<file path="src/rtl/core/ncrb_pkg.sv">
`timescale 1ns / 1ps
// ----------------------------------------------------------------------------
// ncrb_pkg
// Shared types and constants of the Newton cube-root basin pixel classifier.
// ----------------------------------------------------------------------------
package ncrb_pkg;

    localparam int FRAC_BITS           = 28;
    localparam int DEF_FRAME_WIDTH     = 1024;
    localparam int DEF_FRAME_HEIGHT    = 1024;
    localparam int DEF_ITERATION_LIMIT = 64;
    localparam int DIV_STEPS           = 41;
    localparam int CNT_W               = 6;

    localparam logic signed [33:0] Q_ONE        = 34'sd268435456;
    localparam logic signed [33:0] Q_HALF       = 34'sd134217728;
    localparam logic signed [33:0] Q_SQRT3_HALF = 34'sd232471924;

    localparam logic [1:0] CFG_PIXEL_STEP  = 2'd0;
    localparam logic [1:0] CFG_CENTER_REAL = 2'd1;
    localparam logic [1:0] CFG_CENTER_IMAG = 2'd2;

    typedef enum logic [4:0] {
        S_IDLE, S_MAPX, S_MAPY, S_MAPSUM,
        S_SQ1, S_SQ2, S_SQ3, S_W, S_CHK,
        S_T1, S_T2, S_T3, S_T4, S_T,
        S_M1, S_M2, S_M3, S_M4, S_M,
        S_D1, S_D2, S_DEN, S_DSET, S_DIV, S_UPD,
        S_C1, S_C2, S_C3, S_C4, S_C5, S_C6
    } t_state;

    typedef enum logic [4:0] {
        MS_NONE, MS_MAPX, MS_MAPY, MS_ZRZR, MS_ZIZI, MS_ZRZI,
        MS_ZRWR, MS_ZIWI, MS_ZRWI, MS_ZIWR,
        MS_NRWR, MS_NIWI, MS_NIWR, MS_NRWI, MS_WRWR, MS_WIWI,
        MS_D0R, MS_D0I, MS_D1R, MS_D1I, MS_D2I
    } t_mul_sel;

    typedef enum logic [3:0] {
        OP_NONE, OP_MAP, OP_W, OP_T, OP_M, OP_DEN, OP_DSET, OP_DSTEP,
        OP_UPD, OP_DIST01, OP_CLASS
    } t_dp_op;

    typedef struct packed {
        logic     load;
        t_mul_sel mul_sel;
        logic [1:0] slot;
        t_dp_op   op;
    } t_dp_cmd;

    typedef struct packed {
        logic esc;
        logic wzero;
        logic out_busy;
        logic out_valid;
    } t_dp_status;

    function automatic logic signed [31:0] sat32(input logic signed [69:0] v);
        logic signed [31:0] r;
        if (v > 70'sd2147483647) begin
            r = 32'sh7FFFFFFF;
        end else if (v < -70'sd2147483648) begin
            r = 32'sh80000000;
        end else begin
            r = v[31:0];
        end
        return r;
    endfunction

endpackage

</file>
<file path="src/rtl/core/ncrb_ctrl.sv">
`timescale 1ns / 1ps
// ----------------------------------------------------------------------------
// ncrb_ctrl
// Sequencer: walks the datapath through mapping, Newton steps, the
// restoring division and the final root classification.
// ----------------------------------------------------------------------------
module ncrb_ctrl
    import ncrb_pkg::*;
#(
    parameter int ITERATION_LIMIT = DEF_ITERATION_LIMIT
) (
    input  logic       i_clk,
    input  logic       i_rst_n,
    input  logic       i_in_valid,
    output logic       o_in_ready,
    input  t_dp_status i_status,
    output t_dp_cmd    o_cmd
);

    localparam int ITW = $clog2(ITERATION_LIMIT + 1);

    t_state           r_state, n_state;
    logic [ITW-1:0]   r_iter, n_iter;
    logic [CNT_W-1:0] r_cnt, n_cnt;

    always_ff @(posedge i_clk) begin
        if (!i_rst_n) begin
            r_state <= S_IDLE;
            r_iter  <= '0;
            r_cnt   <= '0;
        end else begin
            r_state <= n_state;
            r_iter  <= n_iter;
            r_cnt   <= n_cnt;
        end
    end

    always_comb begin
        n_state = r_state;
        n_iter  = r_iter;
        n_cnt   = r_cnt;
        case (r_state)
            S_IDLE:   if (i_in_valid) n_state = S_MAPX;
            S_MAPX:   n_state = S_MAPY;
            S_MAPY:   n_state = S_MAPSUM;
            S_MAPSUM: begin
                n_state = S_SQ1;
                n_iter  = '0;
            end
            S_SQ1:    n_state = S_SQ2;
            S_SQ2:    n_state = S_SQ3;
            S_SQ3:    n_state = S_W;
            S_W:      n_state = S_CHK;
            S_CHK: begin
                if (i_status.esc || i_status.wzero || r_iter == ITW'(ITERATION_LIMIT)) begin
                    n_state = S_C1;
                end else begin
                    n_state = S_T1;
                end
            end
            S_T1:     n_state = S_T2;
            S_T2:     n_state = S_T3;
            S_T3:     n_state = S_T4;
            S_T4:     n_state = S_T;
            S_T:      n_state = S_M1;
            S_M1:     n_state = S_M2;
            S_M2:     n_state = S_M3;
            S_M3:     n_state = S_M4;
            S_M4:     n_state = S_M;
            S_M:      n_state = S_D1;
            S_D1:     n_state = S_D2;
            S_D2:     n_state = S_DEN;
            S_DEN:    n_state = S_DSET;
            S_DSET: begin
                n_state = S_DIV;
                n_cnt   = '0;
            end
            S_DIV: begin
                n_cnt = r_cnt + 1'b1;
                if (r_cnt == CNT_W'(DIV_STEPS - 1)) n_state = S_UPD;
            end
            S_UPD: begin
                n_state = S_SQ1;
                n_iter  = r_iter + 1'b1;
            end
            S_C1:     n_state = S_C2;
            S_C2:     n_state = S_C3;
            S_C3:     n_state = S_C4;
            S_C4:     n_state = S_C5;
            S_C5:     n_state = S_C6;
            S_C6:     if (!i_status.out_busy) n_state = S_IDLE;
            default:  n_state = S_IDLE;
        endcase
    end

    always_comb begin
        o_in_ready    = 1'b0;
        o_cmd.load    = 1'b0;
        o_cmd.mul_sel = MS_NONE;
        o_cmd.slot    = 2'd0;
        o_cmd.op      = OP_NONE;
        case (r_state)
            S_IDLE: begin
                o_in_ready = 1'b1;
                o_cmd.load = i_in_valid;
            end
            S_MAPX:   o_cmd.mul_sel = MS_MAPX;
            S_MAPY: begin
                o_cmd.mul_sel = MS_MAPY;
                o_cmd.slot    = 2'd1;
            end
            S_MAPSUM: o_cmd.op = OP_MAP;
            S_SQ1:    o_cmd.mul_sel = MS_ZRZR;
            S_SQ2: begin
                o_cmd.mul_sel = MS_ZIZI;
                o_cmd.slot    = 2'd1;
            end
            S_SQ3: begin
                o_cmd.mul_sel = MS_ZRZI;
                o_cmd.slot    = 2'd2;
            end
            S_W:      o_cmd.op = OP_W;
            S_T1:     o_cmd.mul_sel = MS_ZRWR;
            S_T2: begin
                o_cmd.mul_sel = MS_ZIWI;
                o_cmd.slot    = 2'd1;
            end
            S_T3: begin
                o_cmd.mul_sel = MS_ZRWI;
                o_cmd.slot    = 2'd2;
            end
            S_T4: begin
                o_cmd.mul_sel = MS_ZIWR;
                o_cmd.slot    = 2'd3;
            end
            S_T:      o_cmd.op = OP_T;
            S_M1:     o_cmd.mul_sel = MS_NRWR;
            S_M2: begin
                o_cmd.mul_sel = MS_NIWI;
                o_cmd.slot    = 2'd1;
            end
            S_M3: begin
                o_cmd.mul_sel = MS_NIWR;
                o_cmd.slot    = 2'd2;
            end
            S_M4: begin
                o_cmd.mul_sel = MS_NRWI;
                o_cmd.slot    = 2'd3;
            end
            S_M:      o_cmd.op = OP_M;
            S_D1:     o_cmd.mul_sel = MS_WRWR;
            S_D2: begin
                o_cmd.mul_sel = MS_WIWI;
                o_cmd.slot    = 2'd1;
            end
            S_DEN:    o_cmd.op = OP_DEN;
            S_DSET:   o_cmd.op = OP_DSET;
            S_DIV:    o_cmd.op = OP_DSTEP;
            S_UPD:    o_cmd.op = OP_UPD;
            S_C1:     o_cmd.mul_sel = MS_D0R;
            S_C2: begin
                o_cmd.mul_sel = MS_D0I;
                o_cmd.slot    = 2'd1;
            end
            S_C3: begin
                o_cmd.mul_sel = MS_D1R;
                o_cmd.slot    = 2'd2;
            end
            S_C4: begin
                o_cmd.mul_sel = MS_D1I;
                o_cmd.slot    = 2'd3;
            end
            // Slot 0 is reused for the third root once the first distance is summed.
            S_C5: begin
                o_cmd.mul_sel = MS_D2I;
                o_cmd.op      = OP_DIST01;
            end
            S_C6:     o_cmd.op = i_status.out_busy ? OP_NONE : OP_CLASS;
            default:  o_cmd.op = OP_NONE;
        endcase
    end

`ifndef NO_ASSERTIONS
    a_iter_bound: assert property (@(posedge i_clk) disable iff (!i_rst_n)
        r_iter <= ITW'(ITERATION_LIMIT))
        else $error("iteration count passed the limit");
    a_div_bound: assert property (@(posedge i_clk) disable iff (!i_rst_n)
        r_state == S_DIV |-> r_cnt < CNT_W'(DIV_STEPS))
        else $error("division ran too many steps");
    a_class_out: assert property (@(posedge i_clk) disable iff (!i_rst_n)
        (r_state == S_C6 && !i_status.out_busy) |=> i_status.out_valid)
        else $error("classified pixel did not reach the output register");
`endif

endmodule

</file>
<file path="config.mk">
export PLATFORM = sky130hd
export DESIGN_NAME = ncrb_ctrl
export DESIGN_NICKNAME = d
export VERILOG_FILES = /design/src/rtl/core/ncrb_pkg.sv /design/src/rtl/core/ncrb_ctrl.sv
export SDC_FILE = /design/constraint.sdc
export NUM_CORES = 1
export LEC_CHECK = 0
export ABC_AREA = 1
export BUFFER_PORTS_ARGS = -buffer_cell sky130_fd_sc_hd__buf_4
export CAP_MARGIN = 40
export CORE_MARGIN = 3
export CORE_UTILIZATION = 51
export DETAILED_ROUTE_END_ITERATION = 16
export GPL_ROUTABILITY_DRIVEN = 0
export GPL_TIMING_DRIVEN = 0
export PLACE_DENSITY_LB_ADDON = 0.1
export SETUP_SLACK_MARGIN = 0.15
export SYNTH_ARGS = -nofsm -noshare
export SYNTH_HDL_FRONTEND = slang
export SYNTH_SLANG_ARGS = --single-unit
</file>
<file path="constraint.sdc">
create_clock -name i_clk -period 4.3 [get_ports i_clk]
set_clock_uncertainty 0.1 [all_clocks]
set_input_delay 0.86 -clock i_clk [delete_from_list [all_inputs] [get_ports i_clk]]
set_output_delay 0.86 -clock i_clk [all_outputs]
set_load 0.005 [all_outputs]
</file>
; After elaboration in Yosys (flattened, before gate mapping)
; Index checks and enable logic that the tools add are counted.
[word_totals]
ff_bits = 18
latchBits = 0
ram_bits = 0
mem_bits_ro = 0
inputBits = 7
output_inout_bits = 13
word_cells = 63
memories = 0
[op_classes]
addsub = 2
multipliers = 0
n_div = 0
order_cmp = 0
n_eq_ne = 35
shifts = 0
muxes = 13
bitwise_logic = 0
n_reduce_logical = 10
[ops]
columns = op, count
row1 = 5-bit one-hot mux with 30 select lines, 1
row2 = 5-bit one-hot mux with 20 select lines, 1
row3 = 5-bit == test (second input constant), 15
row4 = 5-bit by 4-bit == test with 1-bit output (second input constant), 8
row5 = 4-bit one-hot mux with 10 select lines, 1
row6 = 5-bit by 3-bit == test with 1-bit output (second input constant), 4
row7 = 5-bit 2-to-1 mux, 4
row8 = 7-bit one-hot mux with 2 select lines, 1
row9 = 6-bit one-hot mux with 2 select lines, 1
row10 = 5-bit by 2-bit == test with 1-bit output (second input constant), 2
row11 = 7-bit by 1-bit adder with 7-bit output (second input constant), 1
row12 = 7-bit == test (second input constant), 1
row13 = 6-bit by 1-bit adder with 6-bit output (second input constant), 1
row14 = 6-bit == test (second input constant), 1
row15 = 2-bit inequality test (second input constant), 3
row16 = 2-bit one-hot mux with 3 select lines, 1
row17 = 6-bit OR reduction, 1
row18 = 5-bit by 1-bit == test with 1-bit output (second input constant), 1
row19 = 5-bit logical NOT, 1
row20 = 4-bit 2-to-1 mux, 1
row21 = 2-bit nonzero test, 2
row22 = 4-bit OR reduction, 1
row23 = 3-bit AND reduction, 1
row24 = 3-bit OR reduction, 1
row25 = 3 further kinds, 5

; Logic depth before layout (Yosys ltp)
; Gate-level depths: netlist of the first run.
[logic_depth]
word_depth = 4
depth_mapped = 11
depth_no_buf = 10

; Worst setup path after synthesis of the first run
; No wires, ideal clock.
[synth_path]
path_type = input to output
start = input i_status[1] (netlist bit)
end = output o_cmd[3] (netlist bit)
arrival_ns = 1.468
t_required_ns = 3.340
setup_slack_ns = 1.872
path_stages = 2
path_buffers = 0
path_cell_list = or4_1 -> nand3_1
[synth_lines]
columns = item, line
row1 = start: declaration, ncrb_ctrl.sv:16  ; input t_dp_status i_status,
row2 = end: declaration, ncrb_ctrl.sv:17  ; output t_dp_cmd o_cmd

==> results.py, run 1 <==
metrics = {
    "timing": {
        "worst_pin_slew_ps": 492.1,
        "fin_ws_ps": 1451,
        "finalSetupViolations": 0,
        "setup-tns-final_ps": 0,
        "whs_ps": 372.4,
        "slew_headroom": 0.6720,
        "drv_slew": 0,
        "fmax_mhz": 351.0,
        "min_period_over_period": 0.6625,
        "finalHoldViolCount": 0,
        "rsz0062_at_grt": "no",
        "fin_crit_ps": 2849,
    },
    "die": {
        "fp.coreArea_sq_um": 2805,
        "fp.dieW_microns": 60.62,
        "die_h_microns": 60.62,
        "start_util": 0.5424,
        "die_area_sq_um": 3675,
        "core.rowCount": 19,
        "ios": 20,
    },
    "worst_setup_path": {
        "critical-path-slowest-cell": "or4_1",
        "cp_data_required_time_ps": 3340,
        "criticalPathCategory": "reg -> out",
        "critical_path_arrival_ps": 1890,
        "start_kind": "register",
        "crit_path_max_incr_delay_ps": 600,
        "worst-r2r-setup-slack_ps": 2490,
        "crit_family": "simple AND/OR/NAND/NOR gates",
        "cp-end-kind": "output pin",
        "critPathMaxFanout": 10,
        "worstPathCellList": "inv_1, clkbuf_1, or4_1, nand3_1, buf_4",
        "crit_buf_inv": 3,
    },
    "global_routing": {
        "grt_overflow": 0,
        "antenna_found_initial": 0,
        "grt_max_degree": 11,
        "grt_pass1_wl_microns": 6603,
        "grt_pass1_vias": 1527,
        "grt_usage": 0.2364,
    },
    "logic_synthesis": {
        "synthAdderAreaFrac": 0.03289,
        "synth-simple-area-share": 0.5280,
        "yosysUniqueCellTypes": 28,
        "syn-num-nets": 272,
        "synth_top_family_by_area": "simple AND/OR/NAND/NOR gates",
        "synth-compound-area-share": 0.09786,
        "yosysTopAreaCellShare": 0.2368,
        "synth_xor_area_frac": 0,
        "avgSynthCellArea_sq_um": 5.829,
        "synth-warning-count": 0,
        "synth-seq-cells": 18,
        "synthMuxAreaShare": 0,
        "synth_top_area_cell": "dfxtp_1",
        "netlist_instances": 261,
        "ys_top_cells_by_area": "dfxtp_1 24%, nand2_1 16%, nand3_1 13%",
        "yosysSeqAreaShare": 0.2368,
        "syn_area_sq_um": 1521,
    },
    "finish": {
        "syn2layout_area_growth_pct": 12.91,
        "insertedDiodeCount": 0,
        "fillers": 278,
        "regArea_sq_um": 360.3,
        "fin_nets": 295,
        "fin_cells": 313,
        "layout_common_cells": "66 x nand2_1, 41 x nand3_1, 38 x nor2_1, 29 x inv_1, 21 x buf_4",
        "drive_gt1_frac": 0.1277,
        "multiInputGateArea_sq_um": 1002,
        "final_common_cell": "nand2_1",
        "postLayoutCoreUtil": 0.6124,
        "fin_area_sq_um": 1718,
    },
    "job": {
        "drv_cap": 0,
    },
    "clock_tree": {
        "cts_sinks": 18,
        "root_buffer": "clkbuf_4",
        "ctsHoldBuffers": 0,
        "clock_latency_ps": 300,
        "htree_levels": 1,
        "cts_tree": "built",
        "numCtsBuffers": 3,
        "cts_setup_buffers": 0,
        "clockBufferDepth": 2,
        "cts_resized": 0,
        "clk_pin_slew_ps": 100,
    },
    "place": {
        "place.port_buffers": 18,
        "dp_cells": 310,
        "post-dp-hpwl_microns": 3119,
        "pre_cts_ws_ps": 1637,
        "dpl_cell_area_sq_um": 1695,
    },
    "drt": {
        "first_pass_iters": 5,
        "routed_wl_microns": 3899,
        "drtIter0Drc": 130,
        "wl_per_cell_microns": 12.46,
        "viasPerCell": 5.652,
        "antenna_left": 0,
        "drc": 0,
        "vias": 1769,
    },
    "pwr": {
        "p_int_mw": 0.4415,
        "ir_drop_uv": 316.8,
        "leakage_nw": 0.9157,
        "power_frac_seq": 0.232,
        "finalPower_mw": 0.8804,
        "power_frac_clock": 0.094,
        "comb_power_share": 0.674,
        "power_density_nw_per_um2": 512.5,
        "power_switching_mw": 0.4389,
        "swShare": 0.4985,
    },
    "outcome": {
        "status": "finished, final reports clean",
    },
    "min_path": {
        "hold_class": "reg -> reg",
    },
}
-- per-layer routing --
layer,vias to the layer above,part of all wire,track usage
met5,-,0,0
met4,0,0.027,0.1146
met3,13,0.060,0.03404
met2,80,0.48,0.3954
met1,753,0.44,0.2968
li1,923,-,-
-- cells in the mapped netlist (all sizes together) --
master and instances:
ha 4, or2 1, nand2 66, nor3b 1, a211oi 3, a21oi 11
clkbuf 1, o2111ai 1, or4 1, o21ai 6, nand4 16, nand3 43
nor3 4, clkinv 1, a32oi 1, inv 32, a22oi 1, o31ai 1
a221oi 1, nor2 43, buf 5, dfxtp 18
-- sequential cells by signal (all words and copies together), names as in the netlist --
| signal | cells |
|---|---|
| r_iter | 7 |
| r_cnt | 6 |
| r_state | 5 |
-- area by class of cell --
| class | count | share of cell area |
|---|---|---|
| multi-input combinational | 204 | 0.5834 |
| tap | 31 | 0.02258 |
| clock buffer | 3 | 0.01311 |
| inverter | 33 | 0.07210 |
| timing repair buffer | 18 | 0.07866 |
| buffer | 6 | 0.02039 |
| sequential | 18 | 0.2098 |
-- worst reg2reg max path: stages, from the launching register on --
cell and delay (ps):
dfxtp_1 380, inv_1 130, clkbuf_1 270, nand3_1 180
nand2_1 80, nor2_1 160, nand2_1 70, nor2_1 210
a21oi_1 100
-- cell families after synthesis --
family,Yosys count
compound gates,25
fa+ha+maj,4
buf+inv,39
flops,18
simple gates,175
-- power groups by stage --
stage | Clock [mW] | Combinational (mW) | Sequential (mW)
finish | 0.0832 | 0.593 | 0.204
global route | 0.0902 | 0.662 | 0.207
CTS | 0.0841 | 0.589 | 0.203
detailed placement | 0 | 0.588 | 0.207
global placement | 0 | 0.589 | 0.207
floorplan | 0 | 0.393 | 0.205
-- final timing paths --
check                                 from         end  cells past startpoint
worst max-delay path            r_state[4]    o_cmd[3]                      5
worst min-delay path              r_cnt[4]    r_cnt[4]                      2
worst max register to register  r_state[4]  r_state[1]                      8
worst min register to register    r_cnt[4]    r_cnt[4]                      2
No activity file was read; power rests on OpenSTA's default activity.
==> run 2: changes to the inputs <==
Clock period 4.3 ns to 2.75 ns, I/O delays scaled along.
==> run 2 against run 1 <==
Compared with the run above: die area is the same; clock-buffer cell count is the same; wire length grew 0.67%; register-to-register slack lost 1500 ps; critical path depth is the same; sequential power grew 56%; clock power grew 57%; final cell count is the same; hold slack is the same; global-route usage is the same; non-clock buffer count is the same; worst setup slack lost 1200 ps; critical path type unchanged; critical endpoint unchanged; largest cell class unchanged; largest power group unchanged; highest routed layer unchanged.
==> results.py, run 2 (synthesis results as in run 1) <==
metrics = {
    "outcome": {
        "status": "finished, final reports clean",
    },
    "place": {
        "pre_cts_ws_ps": 577.1,
        "dpl_cell_area_sq_um": 1695,
        "place.port_buffers": 18,
        "post-dp-hpwl_microns": 3119,
        "dp_cells": 310,
    },
    "worst_setup_path": {
        "start_kind": "register",
        "worstPathCellList": "inv_1, clkbuf_2, or4_1, nand3_1, buf_4",
        "critical-path-slowest-cell": "or4_1",
        "cp-end-kind": "output pin",
        "criticalPathCategory": "reg -> out",
        "critPathMaxFanout": 10,
        "crit_path_max_incr_delay_ps": 580,
        "cp_data_required_time_ps": 2100,
        "critical_path_arrival_ps": 1830,
    },
    "die": {
        "core.rowCount": 19,
        "fp.dieW_microns": 60.62,
        "die_h_microns": 60.62,
        "fp.coreArea_sq_um": 2805,
        "ios": 20,
        "start_util": 0.5424,
        "die_area_sq_um": 3675,
    },
    "pwr": {
        "power_density_nw_per_um2": 804.3,
        "comb_power_share": 0.675,
        "ir_drop_uv": 494.9,
        "p_int_mw": 0.6939,
        "swShare": 0.4992,
        "leakage_nw": 0.9171,
        "power_frac_seq": 0.230,
        "power_frac_clock": 0.094,
        "finalPower_mw": 1.386,
        "power_switching_mw": 0.6918,
    },
    "timing": {
        "worst_pin_slew_ps": 445.3,
        "fin_ws_ps": 271.6,
        "slew_headroom": 0.7032,
        "finalHoldViolCount": 0,
        "drv_slew": 0,
        "finalSetupViolations": 0,
        "fmax_mhz": 403.5,
        "fin_crit_ps": 2478,
        "setup-tns-final_ps": 0,
        "rsz0062_at_grt": "no",
        "min_period_over_period": 0.9012,
    },
    "drt": {
        "wl_met1_microns": 1744,
        "antenna_left": 0,
        "dr_wl_met3_microns": 219,
        "vias": 1752,
        "first_pass_iters": 4,
        "drc": 0,
        "dr_wl_met2_microns": 1880,
        "viasPerCell": 5.597,
        "maxUsedRoutingLayer": "met4",
        "drtIter0Drc": 152,
        "wl_per_cell_microns": 12.54,
        "routed_wl_microns": 3925,
    },
    "clock_tree": {
        "root_buffer": "clkbuf_4",
        "clk_pin_slew_ps": 100,
        "htree_levels": 1,
        "numCtsBuffers": 3,
        "cts_setup_buffers": 0,
        "clockBufferDepth": 2,
        "cts_sinks": 18,
        "cts_resized": 0,
        "clock_latency_ps": 300,
        "ctsHoldBuffers": 0,
        "cts_tree": "built",
    },
    "finish": {
        "drive_gt1_frac": 0.1348,
        "insertedDiodeCount": 0,
        "largest_reg_flops": 7,
        "syn2layout_area_growth_pct": 13.24,
        "top_register": "r_iter",
        "final_common_cell": "nand2_1",
        "layout_common_cells": "66 x nand2_1, 41 x nand3_1, 38 x nor2_1, 28 x inv_1, 21 x buf_4",
        "fin_area_sq_um": 1723,
        "top_regs": "r_iter: 7 flops, r_cnt: 6 flops, r_state: 5 flops",
        "fin_nets": 295,
        "fin_cells": 313,
    },
    "job": {
        "drv_cap": 0,
    },
    "global_routing": {
        "grt_pass1_wl_microns": 6603,
        "antenna_found_initial": 0,
        "grt_max_degree": 11,
        "grt_overflow": 0,
        "grt_pass1_vias": 1527,
        "grt_usage": 0.2364,
    },
    "min_path": {
        "hold_class": "reg -> reg",
    },
}
## run 2: routing by layer
metal	vias up	track usage
met5	-	0
met4	0	0.1146
met3	9	0.03404
met2	67	0.3954
met1	753	0.2968
li1	923	-
## run 2: power by group through the flow
stage | combinational [mW] | clock, mW | sequential [mW]
global route | 1.04 | 0.141 | 0.323
finish | 0.936 | 0.131 | 0.319
global placement | 0.922 | 0 | 0.324
detailed placement | 0.919 | 0 | 0.324
floorplan | 0.614 | 0 | 0.320
CTS | 0.921 | 0.132 | 0.318
## run 2: critical path, delay by kind of cell (launching register included)
kind	cells	cell delay [ps]
buffers and inverters	3	470
flip-flops	1	390
AND/OR/NAND/NOR	2	670
## run 2: area by class of cell
class                      instances  area, sq um
buffer                             6        36.28
clock buffer                       3        22.52
fill                             276         1082
inverter                          33        127.6
multi-input combinational        204         1002
sequential                        18        360.3
tap                               31        38.79
timing repair buffer              18        135.1
## run 2: path summary, 6_finish.rpt
path                    from          to  slack [ps]  cells after the start
hold reg to reg     r_cnt[4]    r_cnt[4]         370                      2
setup / recovery  r_state[4]    o_cmd[3]         270                      5
setup reg to reg  r_state[3]  r_state[1]         980                      9
hold / removal      r_cnt[4]    r_cnt[4]         370                      2
## run 2: per-stage QoR
stage | hold WS (ps) | util
after floorplan | 342.9 | -
after CTS | 380.4 | 0.6124
after global routing | 405.0 | 0.6142
after detailed placement | 366.2 | 0.6044
final | 372.4 | 0.6142
after global placement | 353.8 | 0.6044
==> run 3: changes to the inputs <==
Settings changed: ABC_AREA 1 to default.
==> run 3 against run 2 <==
Compared with the run above: critical endpoint is now o_cmd[9]; combinational power is 11% lower; register-to-register slack got worse by 90 ps; largest cell class unchanged; clock power grew 24%; global-route usage up 1.3 points; worst setup slack got worse by 1.3 ps; first-iteration DRC count fell by 19%; wire length increased by 8.9%.
==> results.py, run 3 <==
metrics = {
    "finish": {
        "top_register": "r_iter",
        "drive_gt1_frac": 0.1958,
        "fin_nets": 252,
        "largest_reg_flops": 7,
        "top_regs": "r_iter: 7 flops, r_cnt: 6 flops, r_state: 5 flops",
        "fin_area_sq_um": 1737,
        "syn2layout_area_growth_pct": 14.62,
        "final_common_cell": "a21oi_1",
        "insertedDiodeCount": 0,
        "layout_common_cells": "28 x a21oi_1, 22 x nor2_1, 19 x o21ai_0, 19 x nand2_1, 18 x buf_4",
    },
    "drt": {
        "first_pass_iters": 5,
        "drc": 0,
        "viasPerCell": 6.461,
        "wl_per_cell_microns": 15.77,
        "drtIter0Drc": 123,
        "vias": 1751,
        "routed_wl_microns": 4275,
        "antenna_left": 0,
    },
    "clock_tree": {
        "htree_levels": 1,
        "ctsHoldBuffers": 0,
        "clk_pin_slew_ps": 100,
        "cts_sinks": 18,
        "clockBufferDepth": 2,
        "clock_latency_ps": 290,
        "cts_setup_buffers": 0,
        "cts_tree": "built",
        "numCtsBuffers": 3,
        "root_buffer": "clkbuf_4",
    },
    "logic_synthesis": {
        "async_flop_share": 0,
        "synth-seq-cells": 18,
        "yosysSeqAreaShare": 0.2378,
        "synth_top_family_by_area": "compound AO/OA/AOI/OAI gates",
        "synth.top_cells.by_count": "28 x a21oi_1, 22 x nor2_1, 19 x nand2_1, 19 x o21ai_0, 18 x dfxtp_1",
        "synth_edf_count": 0,
        "synth_ff_type": "dfxtp_1",
        "ys_top_cells_by_area": "dfxtp_1 24%, a21oi_1 9.2%, o21ai_0 6.3%",
        "avgSynthCellArea_sq_um": 6.950,
        "synth-warning-count": 0,
        "synth_xor_area_frac": 0,
        "syn_area_sq_um": 1515,
        "netlist_instances": 218,
        "synthMostInstantiatedCell": "a21oi_1",
        "synth-compound-area-share": 0.3270,
        "synth_top_area_cell": "dfxtp_1",
        "synth-simple-area-share": 0.3080,
        "synthMuxAreaShare": 0.007432,
        "syn-num-nets": 229,
        "synthAdderAreaFrac": 0.03303,
        "yosysTopAreaCellShare": 0.2378,
        "yosysUniqueCellTypes": 48,
    },
    "pwr": {
        "ir_drop_uv": 441.3,
        "leakage_nw": 0.6501,
        "power_density_nw_per_um2": 753.9,
        "finalPower_mw": 1.309,
    },
    "worst_setup_path": {
        "criticalPathCategory": "reg -> out",
        "critical-path-slowest-cell": "dfxtp_1",
        "crit_path_max_incr_delay_ps": 330,
        "cp-startpoint": "r_state[0]",
        "cp_data_required_time_ps": 2100,
        "path_common_cell": "buf_2",
        "start_kind": "register",
        "critPathMaxFanout": 10,
        "worst-r2r-setup-slack_ps": 890,
        "reg2reg_from": "r_state[2]",
        "worstPathCellList": "buf_2, buf_2, buf_2, a21oi_1, a31o_2, buf_4",
        "worst_r2r_path_depth": 6,
        "critPathCapture": "o_cmd[9]",
        "cp-end-kind": "output pin",
        "r2r-end": "r_iter[6]",
        "critical_path_arrival_ps": 1830,
    },
    "global_routing": {
        "antenna_found_initial": 0,
        "grt_usage": 0.2491,
        "grt_overflow": 0,
        "grt_max_degree": 11,
        "grt_pass1_vias": 1482,
        "grt_pass1_wl_microns": 6989,
    },
    "die": {
        "ios": 20,
        "die_area_sq_um": 3661,
        "start_util": 0.5401,
        "die_h_microns": 60.51,
        "core.rowCount": 19,
        "fp.coreArea_sq_um": 2805,
        "fp.dieW_microns": 60.51,
    },
    "place": {
        "dpl_cell_area_sq_um": 1689,
        "post-dp-hpwl_microns": 3174,
        "pre_cts_ws_ps": 422.8,
        "place.port_buffers": 18,
    },
    "job": {
        "drv_cap": 0,
    },
    "timing": {
        "min_period_over_period": 0.9017,
        "finalSetupViolations": 0,
        "fin_crit_ps": 2480,
        "rsz0062_at_grt": "yes",
        "setup-tns-final_ps": 0,
        "drv_slew": 0,
        "slew_headroom": 0.7223,
        "whs_ps": 398.8,
        "finalHoldViolCount": 0,
        "fmax_mhz": 403.3,
        "fin_ws_ps": 270.3,
        "worst_pin_slew_ps": 412.2,
    },
    "min_path": {
        "min_path_cells": 2,
        "hold_class": "reg -> reg",
    },
    "outcome": {
        "status": "finished, final reports clean",
    },
}
## run 3: cell count changes in the layout (fill, tap and decap cells not counted), moves of 5 or more
cell      change
buf_2         +6
a31oi_1       +5
o21ai_0      +13
nand3_1      -32
nand2b_1      +5
clkbuf_2      +6
nand2_1      -47
inv_1        -16
nand4_1      -15
a21oi_1      +17
nor2_1       -16
## run 3: worst min path at each step
stage               startpoint        to  slack [ps]
finish                r_cnt[1]  r_cnt[1]         400
global route          r_cnt[5]  r_cnt[5]         430
CTS                   r_cnt[1]  r_cnt[1]         400
floorplan             r_cnt[1]  r_cnt[1]         360
detailed placement    r_cnt[1]  r_cnt[1]         380
global placement      r_cnt[1]  r_cnt[1]         380
## run 3: metal layers
layer | track usage | up-vias | share of wire
met2 | 0.3843 | 106 | 0.45
met4 | 0.05573 | 0 | 0.0089
met1 | 0.3591 | 796 | 0.45
li1 | - | 843 | -
met3 | 0.05106 | 6 | 0.095
met5 | 0 | - | 0
## run 3: area by class of cell
type	instances	area, sq um
Buffer	17	96.34
Clock buffer	4	36.28
Fill cell	275	1069
Inverter	12	45.04
Multi-Input combinational cell	171	1023
Sequential cell	18	361.6
Tap cell	31	38.79
Timing Repair Buffer	18	135.1
## run 3: where the power goes
group,switching [mW],leakage (nW),total [mW],internal (mW)
sequential,0.0274,0.146,0.314,0.287
clock,0.0819,0.0210,0.163,0.0807
combinational,0.498,0.483,0.833,0.334
## run 3: cells by family (layout without fill, tap and decap cells)
family / count (synthesis) / in the layout
buf+inv: 29 / 51
compound gates: 80 / 80
mux: 1 / 1
flops: 18 / 18
simple gates: 86 / 86
fa+ha+maj: 4 / 4
## run 3: per-stage QoR
step,utilization,instances
floorplan,-,218
global placement,0.6021,267
detailed placement,0.6021,267
CTS,0.6164,271
global route,0.6191,271
finish,0.6191,271
## run 3: worst max-delay path: cells and delay by family, from the launching register on
family	cells	cell delay, ps
AO/OA/AOI/OAI	2	370
buffers and inverters	4	830
flip-flops	1	330
## run 3: timing repair
action                                  in CTS  in global routing
endpoints found under the hold margin        0                  0
endpoints found under the setup margin       4                  9
resized for setup                            3                  9
